### src/sv/fpmf_pkg.sv
// Package with the beat types and fixed codes of the first pattern match finder.
package fpmf_pkg;

    // Width of the reported position field.
    localparam int unsigned POS_W = 17;

    // Codes of the func field.
    localparam logic FUNC_PATTERN = 1'b0;
    localparam logic FUNC_TEXT    = 1'b1;

    typedef struct packed {
        logic               func;
        logic signed [31:0] value;
        logic               last;
    } t_in_beat;

    typedef struct packed {
        logic             found;
        logic [POS_W-1:0] position;
    } t_out_beat;

endpackage

### src/sv/first_pattern_match_finder_unit.sv
// Top level of the first pattern match finder: finds the first full occurrence of a pattern.
//
// Usage: the input channel carries beats of {func, value, last}. Beats with func set to
// pattern load the pattern word by word, and the beat flagged last fixes its length. Words
// beyond PATTERN_MAX are dropped. Beats with func set to text then stream the text, and the
// text beat flagged last produces exactly one result beat {found, position}: the start index
// of the first full match, or the number of text words (saturated at TEXT_MAX) when there is
// none. An empty pattern matches at index 0. A pattern beat arriving during a text abandons
// that text without a result. The pattern is kept from one text to the next.
// Throughput is one beat per cycle while o_in_stall is low: every stored pattern word is
// compared with the incoming text word at once in a single row of comparators, so there is
// no iteration per beat. An accepted final text beat sits in the input register while the
// comparator row works, and the result register loads from it once the beat may proceed.
// Reset (synchronous, active low) empties both registers, forgets the pattern length and
// clears the search state. The stored pattern words themselves are not cleared.
// When the receiver stalls, the result beat holds in the output register. A further final
// text beat then waits in the input register, which raises o_in_stall; pattern and non-final
// text beats keep flowing past a stalled result.
module first_pattern_match_finder_unit #(
    parameter int unsigned PATTERN_MAX = 16,
    parameter int unsigned TEXT_MAX    = 65536
) (
    input  logic                i_clk,
    input  logic                i_rst_n,
    input  logic                i_in_valid,
    output logic                o_in_stall,
    input  fpmf_pkg::t_in_beat  i_in_data,
    output logic                o_out_valid,
    input  logic                i_out_stall,
    output fpmf_pkg::t_out_beat o_out_data
);

    // Width of the load index and the pattern length, which both reach PATTERN_MAX.
    localparam int unsigned LW = $clog2(PATTERN_MAX + 1);
    // Width of the text index, which saturates at TEXT_MAX.
    localparam int unsigned TW = $clog2(TEXT_MAX + 1);
    // Working width for the position arithmetic: never narrower than the output field.
    localparam int unsigned XW = (TW > fpmf_pkg::POS_W) ? TW : fpmf_pkg::POS_W;

    // Input register.
    logic               r_in_valid;
    fpmf_pkg::t_in_beat r_in;

    // Pattern and search state.
    logic signed [31:0]         r_store [PATTERN_MAX];
    logic [LW-1:0]              r_pattern_length;
    logic [LW-1:0]              r_load_index;
    logic [PATTERN_MAX-1:0]     r_partial;
    logic [TW-1:0]              r_text_index;
    logic                       r_match_seen;
    logic [fpmf_pkg::POS_W-1:0] r_match_start;

    // Result register.
    logic                r_out_valid;
    fpmf_pkg::t_out_beat r_out;

    logic                       w_is_pattern;
    logic                       w_is_final_text;
    logic                       w_out_free;
    logic                       w_fire;
    logic [PATTERN_MAX-1:0]     w_eq;
    logic [PATTERN_MAX-1:0]     w_len_mask;
    logic [PATTERN_MAX-1:0]     w_top_bit;
    logic [PATTERN_MAX-1:0]     n_partial;
    logic                       w_full_match;
    logic                       w_load_room;
    logic [LW-1:0]              w_load_next;
    logic [TW-1:0]              w_idx_next;
    logic [XW-1:0]              w_start_ext;
    logic [XW-1:0]              w_count_ext;
    logic                       n_match_seen;
    logic [fpmf_pkg::POS_W-1:0] n_match_start;

    assign w_is_pattern    = (r_in.func == fpmf_pkg::FUNC_PATTERN);
    assign w_is_final_text = (r_in.func == fpmf_pkg::FUNC_TEXT) && r_in.last;

    // A beat in the input register may proceed unless it yields a result that has nowhere
    // to go because the previous result is still held by a stalled receiver.
    assign w_out_free = !r_out_valid || !i_out_stall;
    assign w_fire     = r_in_valid && (!w_is_final_text || w_out_free);
    assign o_in_stall = r_in_valid && !w_fire;

    // Comparator row: every pattern position against the current text word, each position
    // qualified by the pattern length. The top bit marks position length minus one.
    always_comb begin
        for (int j = 0; j < PATTERN_MAX; j++) begin
            w_eq[j]       = (r_store[j] == r_in.value);
            w_len_mask[j] = (32'(j) < 32'(r_pattern_length));
            w_top_bit[j]  = ((32'(j) + 32'd1) == 32'(r_pattern_length));
        end
    end

    // Bit j of the partial vector means the first j+1 pattern words end at this text word.
    assign n_partial    = ((r_partial << 1) | PATTERN_MAX'(1)) & w_eq & w_len_mask;
    assign w_full_match = |(n_partial & w_top_bit);

    assign w_idx_next  = (r_text_index < TW'(TEXT_MAX)) ? (r_text_index + TW'(1))
                                                        : r_text_index;
    // Start of a match that ends at the current word: index minus (length minus one).
    assign w_start_ext = XW'(r_text_index) - XW'(r_pattern_length) + XW'(1);
    assign w_count_ext = XW'(w_idx_next);

    always_comb begin
        n_match_seen  = r_match_seen;
        n_match_start = r_match_start;
        if (!r_match_seen) begin
            if (r_pattern_length == '0) begin
                n_match_seen  = 1'b1;
                n_match_start = '0;
            end else if (w_full_match) begin
                n_match_seen  = 1'b1;
                n_match_start = w_start_ext[fpmf_pkg::POS_W-1:0];
            end
        end
    end

    assign w_load_room = (r_load_index < LW'(PATTERN_MAX));
    assign w_load_next = w_load_room ? (r_load_index + LW'(1)) : r_load_index;

    // Input register.
    always_ff @(posedge i_clk) begin
        if (!i_rst_n) begin
            r_in_valid <= 1'b0;
        end else if (!o_in_stall) begin
            r_in_valid <= i_in_valid;
        end
    end

    always_ff @(posedge i_clk) begin
        if (i_in_valid && !o_in_stall) begin
            r_in <= i_in_data;
        end
    end

    // Pattern store: each entry is written only while its position is being loaded.
    for (genvar g = 0; g < PATTERN_MAX; g++) begin : g_store
        always_ff @(posedge i_clk) begin
            if (w_fire && w_is_pattern && (32'(r_load_index) == g)) begin
                r_store[g] <= r_in.value;
            end
        end
    end

    // Pattern length, load index and search state.
    always_ff @(posedge i_clk) begin
        if (!i_rst_n) begin
            r_pattern_length <= '0;
            r_load_index     <= '0;
            r_partial        <= '0;
            r_text_index     <= '0;
            r_match_seen     <= 1'b0;
            r_match_start    <= '0;
        end else if (w_fire) begin
            if (w_is_pattern || r_in.last) begin
                // A pattern beat abandons any text, and a final text beat ends it.
                r_partial     <= '0;
                r_text_index  <= '0;
                r_match_seen  <= 1'b0;
                r_match_start <= '0;
            end else begin
                r_partial     <= n_partial;
                r_text_index  <= w_idx_next;
                r_match_seen  <= n_match_seen;
                r_match_start <= n_match_start;
            end
            if (w_is_pattern) begin
                if (r_in.last) begin
                    r_pattern_length <= w_load_next;
                    r_load_index     <= '0;
                end else begin
                    r_load_index <= w_load_next;
                end
            end
        end
    end

    // Result register.
    always_ff @(posedge i_clk) begin
        if (!i_rst_n) begin
            r_out_valid <= 1'b0;
        end else if (w_fire && w_is_final_text) begin
            r_out_valid <= 1'b1;
        end else if (!i_out_stall) begin
            r_out_valid <= 1'b0;
        end
    end

    always_ff @(posedge i_clk) begin
        if (w_fire && w_is_final_text) begin
            r_out.found    <= n_match_seen;
            r_out.position <= n_match_seen ? n_match_start
                                           : w_count_ext[fpmf_pkg::POS_W-1:0];
        end
    end

    assign o_out_valid = r_out_valid;
    assign o_out_data  = r_out;

    // A stall towards the sender is only ever caused by a held beat in the input register.
    a_stall_needs_beat : assert property (@(posedge i_clk) disable iff (!i_rst_n)
        o_in_stall |-> (r_in_valid && w_is_final_text && r_out_valid && i_out_stall))
        else $error("input stalled without a blocked final text beat");

    // A fresh result beat comes only from a final text beat taken by the comparator row.
    a_result_source : assert property (@(posedge i_clk) disable iff (!i_rst_n)
        (o_out_valid && !$past(o_out_valid) && $past(i_rst_n)) |->
            $past(r_in_valid && r_in.func == fpmf_pkg::FUNC_TEXT && r_in.last))
        else $error("result beat without a final text beat");

    // The load index never runs past the store, and the text index saturates.
    a_index_bounds : assert property (@(posedge i_clk) disable iff (!i_rst_n)
        (r_load_index <= LW'(PATTERN_MAX)) && (r_text_index <= TW'(TEXT_MAX)))
        else $error("index beyond its bound");

    // Partial matches never extend past the loaded pattern length.
    a_partial_in_length : assert property (@(posedge i_clk) disable iff (!i_rst_n)
        (r_partial & ~w_len_mask) == '0)
        else $error("partial match bit beyond pattern length");

endmodule

### config.mk
export PLATFORM = sky130hd
export DESIGN_NAME = first_pattern_match_finder_unit
export DESIGN_NICKNAME = d
export VERILOG_FILES = /design/src/sv/fpmf_pkg.sv /design/src/sv/first_pattern_match_finder_unit.sv
export SDC_FILE = /design/constraint.sdc
export NUM_CORES = 1
export LEC_CHECK = 0
export BUFFER_PORTS_ARGS = -buffer_cell sky130_fd_sc_hd__buf_2
export CELL_PAD_IN_SITES_DETAIL_PLACEMENT = 1
export CELL_PAD_IN_SITES_GLOBAL_PLACEMENT = 2
export CORE_AREA = 2 2 261 238
export CTS_CLUSTER_SIZE = 12
export DETAILED_ROUTE_END_ITERATION = 8
export DIE_AREA = 0 0 263 240
export GPL_ROUTABILITY_DRIVEN = 0
export PLACE_DENSITY_LB_ADDON = 0.1
export REMOVE_ABC_BUFFERS = 1
export SLEW_MARGIN = 10
export SYNTH_ARGS = -nofsm -noshare
export SYNTH_HDL_FRONTEND = slang
export SYNTH_SLANG_ARGS = --single-unit
### constraint.sdc
create_clock -name i_clk -period 4.8 [get_ports i_clk]
set_input_delay 1.44 -clock i_clk [delete_from_list [all_inputs] [get_ports i_clk]]
set_output_delay 1.44 -clock i_clk [all_outputs]
set_load 0.01 [all_outputs]
==> results_dict.tcl, run 1 <==
set metrics [dict create \
    outcome "complete, no violations" \
    switching_share_pct 22.24 \
    vias 16410 \
    htreeDepth 3 \
    final_core_util_pct 51.99 \
    firstDrtPassIters 5 \
    drc 0 \
    regArea_um2 18180 \
    fp.coreArea_um2 60470 \
    drive_above_1_share_pct 13.31 \
    ant_nets 0 \
    path_class "reg2reg" \
    grt_pass1_wl_mm 116.1 \
    cts_buffer_depth 3 \
    nets 2155 \
    worstSkewPairLatency_ns 0.61 \
    max_stage_delay_ns 0.88 \
    endpoint_kind "register" \
    grt_antenna_before_repair 3 \
    clock_sinks 626 \
    yosysTopAreaCell "edfxtp_1" \
    first_global_vias 17210 \
    fp-row-count 86 \
    p_leak_nw 10.00 \
    worst-path-buf-inv 3 \
    numCtsBuffers 68 \
    die_height_um 240 \
    cts-hold-fix-buffers 0 \
    gr-usage-all-layers_pct 25.16 \
    cp_top_family "simple AND/OR/NAND/NOR gates" \
    grt_max_degree 35 \
    synth.top_cell.area_share_pct 61.53 \
    fin_crit_sh_pct 92.73 \
    viasPerCell 5.621 \
    rsz0062_at_grt "no" \
    final_common_cell "edfxtp_1" \
    cp-endpoint "o_out_data[16]" \
    syn_area_per_cell_um2 14.16 \
    power.density_nw_per_um2 373.0 \
    drv_cap 0 \
    die_w_um 263 \
    wl_mm 78.05 \
    synth_cell_types 61 \
    synth-edff-count 564 \
    io_buffers 57 \
    power_frac_comb_pct 5.7 \
    intPower_mw 9.119 \
    yosys-top-cells-area "edfxtp_1 62%, xnor2_1 12%, xor2_1 5.1%" \
    critPathLaunchType "register" \
    multi_input_area_um2 8817 \
    hold_violations 0 \
    setup.worst_path.start "r_in[22]" \
    place_hpwl_mm 52.50 \
    cp_slowest_cell "edfxtp_1" \
    irDropWorstVdd_mv 0.3603 \
    initial_utilization_pct 45.51 \
    netlist_area_um2 27520 \
    ys.flop_type "edfxtp_1" \
    r2r_end "o_out_data[16]" \
    required_ns 5.22 \
    synthArstFlopShare_pct 0 \
    n_fill_cell 5932 \
    tightest_slew_ns 0.9476 \
    ys_ff_latch 626 \
    clk_pin_slew_ns 0.06 \
    wl_per_cell_um 26.74 \
    mostFrequentLayoutCells "564 x edfxtp_1, 382 x xnor2_1, 159 x xor2_1" \
    overflow 0 \
    ys_warn_count 0 \
    crit_fanout 19 \
    tns_ns 0 \
    dieArea_um2 63120 \
    cts_tree "yes" \
    netlist_instances 1944 \
    layout_min_cycle_time_ns 4.451 \
    r2r_slack_ns 0.35 \
    area_growth_pct 14.22 \
    post_cts_buffers 0 \
    finalSetupViolations 0 \
    synth_seq_area_share_pct 66.04 \
    cp_cell_sequence "buf_4 -> buf_4 -> xnor2_1 -> nand4_1 -> nor4_1 -> nand4_1 -> o21ai_0 -> a32oi_1 -> nand4_1 -> buf_4 -> mux2_2 -> o31ai_1" \
    crit_cells 12 \
    power.switching_mw 2.608 \
    cts-resized-gates 0 \
    pwr-share-clk_pct 42.9 \
    cts_root_buf "clkbuf_16" \
    pin_count 58 \
    cp_data_arrival_time_ns 4.87 \
    drt_iter0_drc 1244 \
    slew_headroom_pct 36.25 \
    hp-class "reg2reg" \
    drv_slew 0 \
    fmax_mhz 224.7 \
    p_seq_share_pct 51.4 \
    reg2reg_depth 12 \
    skew_ns 0.02896 \
    r2r-start "r_in[22]" \
]
cells in the mapped netlist (28+ instances only):
library cell,count
a21oi_1,41
buf_2,68
dfxtp_1,62
edfxtp_1,564
ha_1,35
inv_1,28
nand2_1,64
nand3_1,39
nand4_1,100
nor2_1,98
nor3_1,36
nor4_1,57
xnor2_1,382
xor2_1,159
layer usage:
layer	GRT usage [%]	wire length (µm)	up-vias	share of wire (%)
li1	-	-	7363	-
met1	34.73	35540	8525	46
met2	41.08	36380	410	47
met3	4.158	3968	109	5.1
met4	7.584	2161	0	2.8
met5	0	0	-	0
worst reg2reg max path, stage by stage, from the launching register on:
cell and delay, ns:
edfxtp_1 0.88, buf_4 0.43, buf_4 0.28, xnor2_1 0.14
nand4_1 0.11, nor4_1 0.82, nand4_1 0.20, o21ai_0 0.17
a32oi_1 0.14, nand4_1 0.18, buf_4 0.34, mux2_2 0.39
o31ai_1 0.19
area by class of cell:
| cell class | instances | share of cell area, % |
|---|---|---|
| Antenna cell | 1 | 0.007960 |
| Clock buffer | 97 | 6.260 |
| Clock inverter | 18 | 0.4418 |
| Inverter | 29 | 0.3463 |
| Multi-Input combinational cell | 1191 | 28.05 |
| Sequential cell | 626 | 57.82 |
| Tap cell | 792 | 3.152 |
| Timing Repair Buffer | 165 | 3.924 |
power groups by stage:
| stage | logic [mW] | clock network, mW | registers [mW] |
|---|---|---|---|
| after CTS | 0.679 | 5.15 | 6.03 |
| after floorplan | 0.275 | 0 | 6.21 |
| final | 0.670 | 5.03 | 6.03 |
| after global placement | 0.664 | 0 | 6.14 |
| after global routing | 0.722 | 5.36 | 6.03 |
| after detailed placement | 0.675 | 0 | 6.15 |
sequential cells by signal (all words and copies together), names as in the netlist:
register	cells
r_pattern_length	5
r_store	512
r_match_seen	1
r_partial	15
r_match_start	17
o_out_valid	1
r_text_index	17
r_in	34
r_load_index	5
r_in_valid	1
o_out_data	18
kinds of logic (layout without fill, tap and decap cells):
group | count (synthesis) | count (layout) | share of synthesized area (%)
compound gates | 154 | 154 | 3.887
xor+xnor | 541 | 541 | 17.22
fa+ha+maj | 36 | 36 | 1.664
buf+inv | 127 | 309 | 2.150
flops | 626 | 626 | 66.04
mux | 18 | 18 | 0.6682
other cells | 0 | 1 | 0
simple gates | 442 | 442 | 8.374
per-stage QoR:
step / hold WS [ns] / power (mW) / cell area [µm²] / setup slack [ns] / std cells
floorplan: 0.4274 / 6.488 / 27040 / 0.9905 / 1846
global placement: 0.4395 / 6.807 / 29330 / 0.3802 / 2803
detailed placement: 0.4547 / 6.821 / 29330 / 0.4412 / 2803
CTS: 0.4709 / 11.86 / 31440 / 0.3968 / 2918
global route: 0.4898 / 12.11 / 31440 / 0.1952 / 2918
finish: 0.4712 / 11.73 / 31440 / 0.3492 / 2919
worst min-delay path by stage:
stage                      from                to  slack, ns  cells after the start
6_report           r_partial[5]      r_partial[5]       0.47                      2
5_1_grt        r_match_start[2]  r_match_start[2]       0.49                      1
4_1_cts        r_match_start[2]  r_match_start[2]       0.47                      1
3_5_place_dp   r_match_start[2]  r_match_start[2]       0.45                      1
3_3_place_gp       r_partial[9]      r_partial[9]       0.44                      2
2_1_floorplan      r_partial[9]      r_partial[9]       0.43                      2
(Power assumes the default switching activity.)
==> run 2, diff against run 1 <==
Settings changed: BUFFER_PORTS_ARGS -buffer_cell sky130_fd_sc_hd__buf_2 to -buffer_cell sky130_fd_sc_hd__buf_4.
==> results_dict.tcl, run 2 (synthesis results as in run 1) <==
set metrics [dict create \
    area_growth_pct 14.13 \
    finalSetupViolations 0 \
    endpoint_kind "register" \
    outcome "complete, no violations" \
    cts_tree "yes" \
    fmax_mhz 235.8 \
    worstSkewPairLatency_ns 0.62 \
    htreeDepth 3 \
    design_area_um2 31410 \
    place_hpwl_mm 51.51 \
    ant_nets 0 \
    rsz0062_at_grt "no" \
    drv_slew 0 \
    numCtsBuffers 68 \
    dieArea_um2 63120 \
    cts-hold-fix-buffers 0 \
    clock_sinks 626 \
    grt_pass1_wl_mm 114.0 \
    pin_count 58 \
    r2r_end "o_out_data[2]" \
    p_leak_nw 9.968 \
    io_buffers 57 \
    critPathLaunchType "register" \
    fp-row-count 86 \
    slew_headroom_pct 34.03 \
    nets 2149 \
    power.density_nw_per_um2 368.9 \
    n_fill_cell 5901 \
    grt_antenna_before_repair 3 \
    clk_pin_slew_ns 0.06 \
    tightest_slew_ns 0.9895 \
    mostFrequentLayoutCells "564 x edfxtp_1, 382 x xnor2_1, 159 x xor2_1" \
    overflow 0 \
    crit_fanout 19 \
    drt_iter0_drc 1351 \
    path_class "reg2reg" \
    die_w_um 263 \
    regArea_um2 18180 \
    final_common_cell "edfxtp_1" \
    hold_violations 0 \
    vias 16390 \
    first_global_vias 16990 \
    cp_cell_sequence "buf_4 -> buf_4 -> xnor2_1 -> nand4_1 -> nor4_1 -> nand3_1 -> o21ai_0 -> a32oi_1 -> nand4_1 -> buf_12 -> mux2_2 -> o31ai_1" \
    wl_mm 76.63 \
    cts_buffer_depth 3 \
    cp-endpoint "o_out_data[2]" \
    firstDrtPassIters 7 \
    min-delay-start "r_partial[11]" \
    wl_per_cell_um 26.30 \
    r2r-start "r_in[19]" \
    required_ns 5.23 \
    largest_register_ffs 512 \
    cp_top_family "simple AND/OR/NAND/NOR gates" \
    worst-path-buf-inv 3 \
    fp.coreArea_um2 60470 \
    irDropWorstVdd_mv 0.2969 \
    place_area_um2 29360 \
    hp-class "reg2reg" \
    viasPerCell 5.624 \
    cp_data_arrival_time_ns 4.67 \
    grt_max_degree 34 \
    drv_cap 0 \
    crit_cells 12 \
    setup.worst_path.start "r_in[19]" \
    cts_root_buf "clkbuf_16" \
    layout_min_cycle_time_ns 4.240 \
    initial_utilization_pct 45.51 \
    drive_above_1_share_pct 13.01 \
    largest_register "r_store" \
    gr-usage-all-layers_pct 24.74 \
    reg2reg_depth 12 \
    max_stage_delay_ns 0.94 \
    drc 0 \
    cp_slowest_cell "edfxtp_1" \
    multi_input_area_um2 8817 \
    fin_crit_sh_pct 88.34 \
    post_cts_buffers 0 \
    skew_ns 0.02749 \
    r2r_slack_ns 0.56 \
    tns_ns 0 \
    die_height_um 240 \
    cts-resized-gates 0 \
]
## run 2: per-stage QoR
stage / worst slack, ns / hold WS (ns) / util, % / instances / total power [mW]
CTS: 0.6118 / 0.4632 / 51.94 / 2913 / 11.71
global route: 0.3846 / 0.4751 / 51.94 / 2913 / 11.95
finish: 0.5597 / 0.4643 / 51.94 / 2914 / 11.59
detailed placement: 0.6528 / 0.4562 / 48.56 / 2797 / 6.809
global placement: 0.6755 / 0.4444 / 48.56 / 2797 / 6.793
floorplan: 0.9905 / 0.4274 / - / 1846 / 6.488
## run 2: report_power, final
| part | internal, mW | switching (mW) |
|---|---|---|
| Combinational | 0.238 | 0.432 |
| Sequential | 5.97 | 0.0515 |
| Clock | 2.74 | 2.16 |
| Total | 8.94 | 2.65 |
## run 2: cell type report
class,count,share of cell area [%]
antenna,1,0.007966
timing repair buffer,159,4.039
clock buffer,86,5.764
tap,792,3.155
clock inverter,30,0.7528
sequential,626,57.87
inverter,29,0.3465
multi-input combinational,1191,28.07
## run 2: worst min-delay path by stage
stage                                   end  slack [ns]  depth (start not counted)
after global routing       r_match_start[2]        0.48                          1
after CTS                     r_partial[11]        0.46                          2
final                         r_partial[11]        0.46                          2
after global placement    r_match_start[16]        0.44                          1
after detailed placement   r_match_start[2]        0.46                          1
after floorplan                r_partial[9]        0.43                          2
## run 2: layer usage
layer | GRT usage (%) | share of wire, % | vias up
met5 | 0 | 0 | -
met4 | 5.991 | 2.0 | 0
met3 | 4.250 | 5.3 | 94
met2 | 39.85 | 46 | 414
met1 | 35.09 | 46 | 8543
li1 | - | - | 7338
## run 2: worst register-to-register path: stages (launching register included)
cell and delay (ns):
edfxtp_1 0.94, buf_4 0.39, buf_4 0.32, xnor2_1 0.16, nand4_1 0.12, nor4_1 0.62, nand3_1 0.20, o21ai_0 0.20
a32oi_1 0.12, nand4_1 0.22, buf_12 0.22, mux2_2 0.37, o31ai_1 0.19
==> run 3, diff against run 2 <==
Settings changed: ABC_AREA set to 1, CORE_AREA 2 2 261 238 to 2 2 283 257, DIE_AREA 0 0 263 240 to 0 0 285 259.
==> results_dict.tcl, run 3 <==
set metrics [dict create \
    skew_ns 0.01884 \
    wl_per_cell_um 22.51 \
    yosysTopAreaCell "edfxtp_1" \
    grt_max_degree 44 \
    power.density_nw_per_um2 363.6 \
    synth.top_cell.area_share_pct 57.45 \
    ant_nets 0 \
    crit_fanout 24 \
    grt_pass1_wl_mm 132.4 \
    r2r_slack_ns 0.81 \
    ys_warn_count 0 \
    n_fill_cell 7834 \
    netlist_top_cells_count "791 x nand2_1, 564 x edfxtp_1, 278 x nor2_1" \
    p_leak_nw 12.56 \
    busiest_layer "met2" \
    mostFrequentLayoutCells "791 x nand2_1, 564 x edfxtp_1, 262 x nor2_1" \
    drc 0 \
    io_buffers 57 \
    irDropWorstVdd_mv 0.2040 \
    endpoint_kind "register" \
    synth_compound_area_share_pct 3.943 \
    use_met3_pct 3.190 \
    ys_ff_latch 626 \
    met1_usage_pct 34.56 \
    fin_crit_sh_pct 83.07 \
    fin_total_pwr_mw 12.06 \
    required_ns 5.16 \
    hold_violations 0 \
    yosys-top-cells-area "edfxtp_1 57%, nand2_1 10%, xnor2_1 5.1%" \
    dieArea_um2 73820 \
    fp.coreArea_um2 70980 \
    overflow 0 \
    yosys-mux-area-fraction_pct 0 \
    pin_count 58 \
    wl_mm 88.68 \
    reg2reg_depth 14 \
    die_height_um 259 \
    netlist_area_um2 29480 \
    grt.met2_usage_pct 38.60 \
    tns_ns 0 \
    r2r-start "r_in[27]" \
    outcome "complete, no violations" \
    fp-row-count 93 \
    place_hpwl_mm 60.31 \
    vias 20160 \
    synth_xor_area_share_pct 8.022 \
    final_common_cell "nand2_1" \
    drt_iter0_drc 1342 \
    drv_slew 0 \
    synth_cell_types 47 \
    min-delay-start "r_partial[3]" \
    drive_above_1_share_pct 10.30 \
    post_cts_buffers 0 \
    cp_data_arrival_time_ns 4.34 \
    cts_tree "yes" \
    largest_register_ffs 512 \
    synthAdderAreaFrac_pct 1.553 \
    synthArstFlopShare_pct 0 \
    layout_min_cycle_time_ns 3.988 \
    cts-resized-gates 0 \
    grt_antenna_before_repair 3 \
    r2r_end "o_out_data[13]" \
    numCtsBuffers 71 \
    gr-usage-all-layers_pct 24.12 \
    synth_seq_area_share_pct 61.66 \
    drv_cap 0 \
    hp-class "reg2reg" \
    critPathLaunchType "register" \
    clk_pin_slew_ns 0.06 \
    rsz0062_at_grt "no" \
    slew_headroom_pct 18.40 \
    first_global_vias 20760 \
    ys.flop_type "edfxtp_1" \
    fmax_mhz 250.8 \
    setup.worst_path.start "r_in[27]" \
    netlist_instances 2842 \
    synth_top_family_by_area "simple AND/OR/NAND/NOR gates" \
    synth-simple-area-share_pct 18.66 \
    viasPerCell 5.118 \
    finalSetupViolations 0 \
    path_class "reg2reg" \
    clock_sinks 626 \
    cts_root_buf "clkbuf_16" \
    syn_area_per_cell_um2 10.37 \
    initial_utilization_pct 41.53 \
    synth-edff-count 564 \
    cts-hold-fix-buffers 0 \
    largest_register "r_store" \
    htreeDepth 3 \
    die_w_um 285 \
    tightest_slew_ns 1.221 \
    worstSkewPairLatency_ns 0.62 \
    firstDrtPassIters 5 \
    area_growth_pct 12.52 \
    nets 3007 \
    cts_buffer_depth 3 \
    yosysMostFrequentCell "nand2_1" \
    cp-endpoint "o_out_data[13]" \
    final_core_util_pct 46.73 \
]
run 3: cell families (layout without fill, tap and decap cells):
| group | after synthesis | in the layout |
|---|---|---|
| XOR/XNOR | 270 | 270 |
| AND/OR/NAND/NOR | 1319 | 1319 |
| AO/OA/AOI/OAI | 211 | 211 |
| buffers and inverters | 380 | 527 |
| other | 0 | 1 |
| adder cells (fa/ha/maj) | 36 | 36 |
| flip-flops | 626 | 626 |
run 3: how the worst min path moves through the flow:
stage | end | slack, ns | cells past startpoint
floorplan | r_partial[11] | 0.44 | 2
global placement | r_partial[1] | 0.45 | 2
detailed placement | r_partial[4] | 0.46 | 2
CTS | r_partial[4] | 0.47 | 2
global route | r_match_start[9] | 0.49 | 2
finish | r_partial[3] | 0.47 | 2
run 3: where the power goes:
| group | leakage [nW] | switching (mW) | internal (mW) | total (mW) |
|---|---|---|---|---|
| Sequential | 5.61 | 0.0392 | 5.97 | 6.01 |
| Combinational | 5.86 | 0.481 | 0.205 | 0.686 |
| Clock | 1.10 | 2.23 | 3.14 | 5.36 |
| Total | 12.6 | 2.75 | 9.32 | 12.1 |
run 3: cell type report:
| class | count | area (µm²) | share of cell area (%) |
|---|---|---|---|
| Inverter | 285 | 1077 | 3.248 |
| Antenna cell | 1 | 2.502 | 0.007544 |
| Timing Repair Buffer | 113 | 860.8 | 2.595 |
| Clock inverter | 40 | 344.1 | 1.037 |
| Sequential cell | 626 | 18180 | 54.80 |
| Tap cell | 950 | 1189 | 3.583 |
| Clock buffer | 89 | 1908 | 5.752 |
| Multi-Input combinational cell | 1836 | 9612 | 28.98 |
run 3: metrics by stage:
stage	cell area, µm²	setup slack (ns)	hold WS (ns)	std cells
after global placement	30920	0.7973	0.4533	3810
after detailed placement	30920	0.7347	0.4585	3810
after CTS	33170	0.7076	0.4680	3939
final	33170	0.8124	0.4665	3940
after floorplan	28740	1.237	0.4419	2747
after global routing	33170	0.4432	0.4909	3939
run 3: layer usage:
layer	share of wire, %	routed length, µm
met5	0.028	25
met4	2.4	2132
met3	4.1	3612
met2	46	40980
met1	47	41930
run 3: worst max-delay path: stages, from the launching register on:
cell,delay [ns]
edfxtp_1,0.97
inv_2,0.27
or2_2,0.35
nand3_1,0.08
nor2_1,0.07
nand3_1,0.16
nor2_1,0.09
nand3_1,0.07
nand2_1,0.08
nor2_4,0.26
nand4_4,0.42
inv_1,0.59
nand2_1,0.11
o21ai_0,0.11
inv_1,0.07
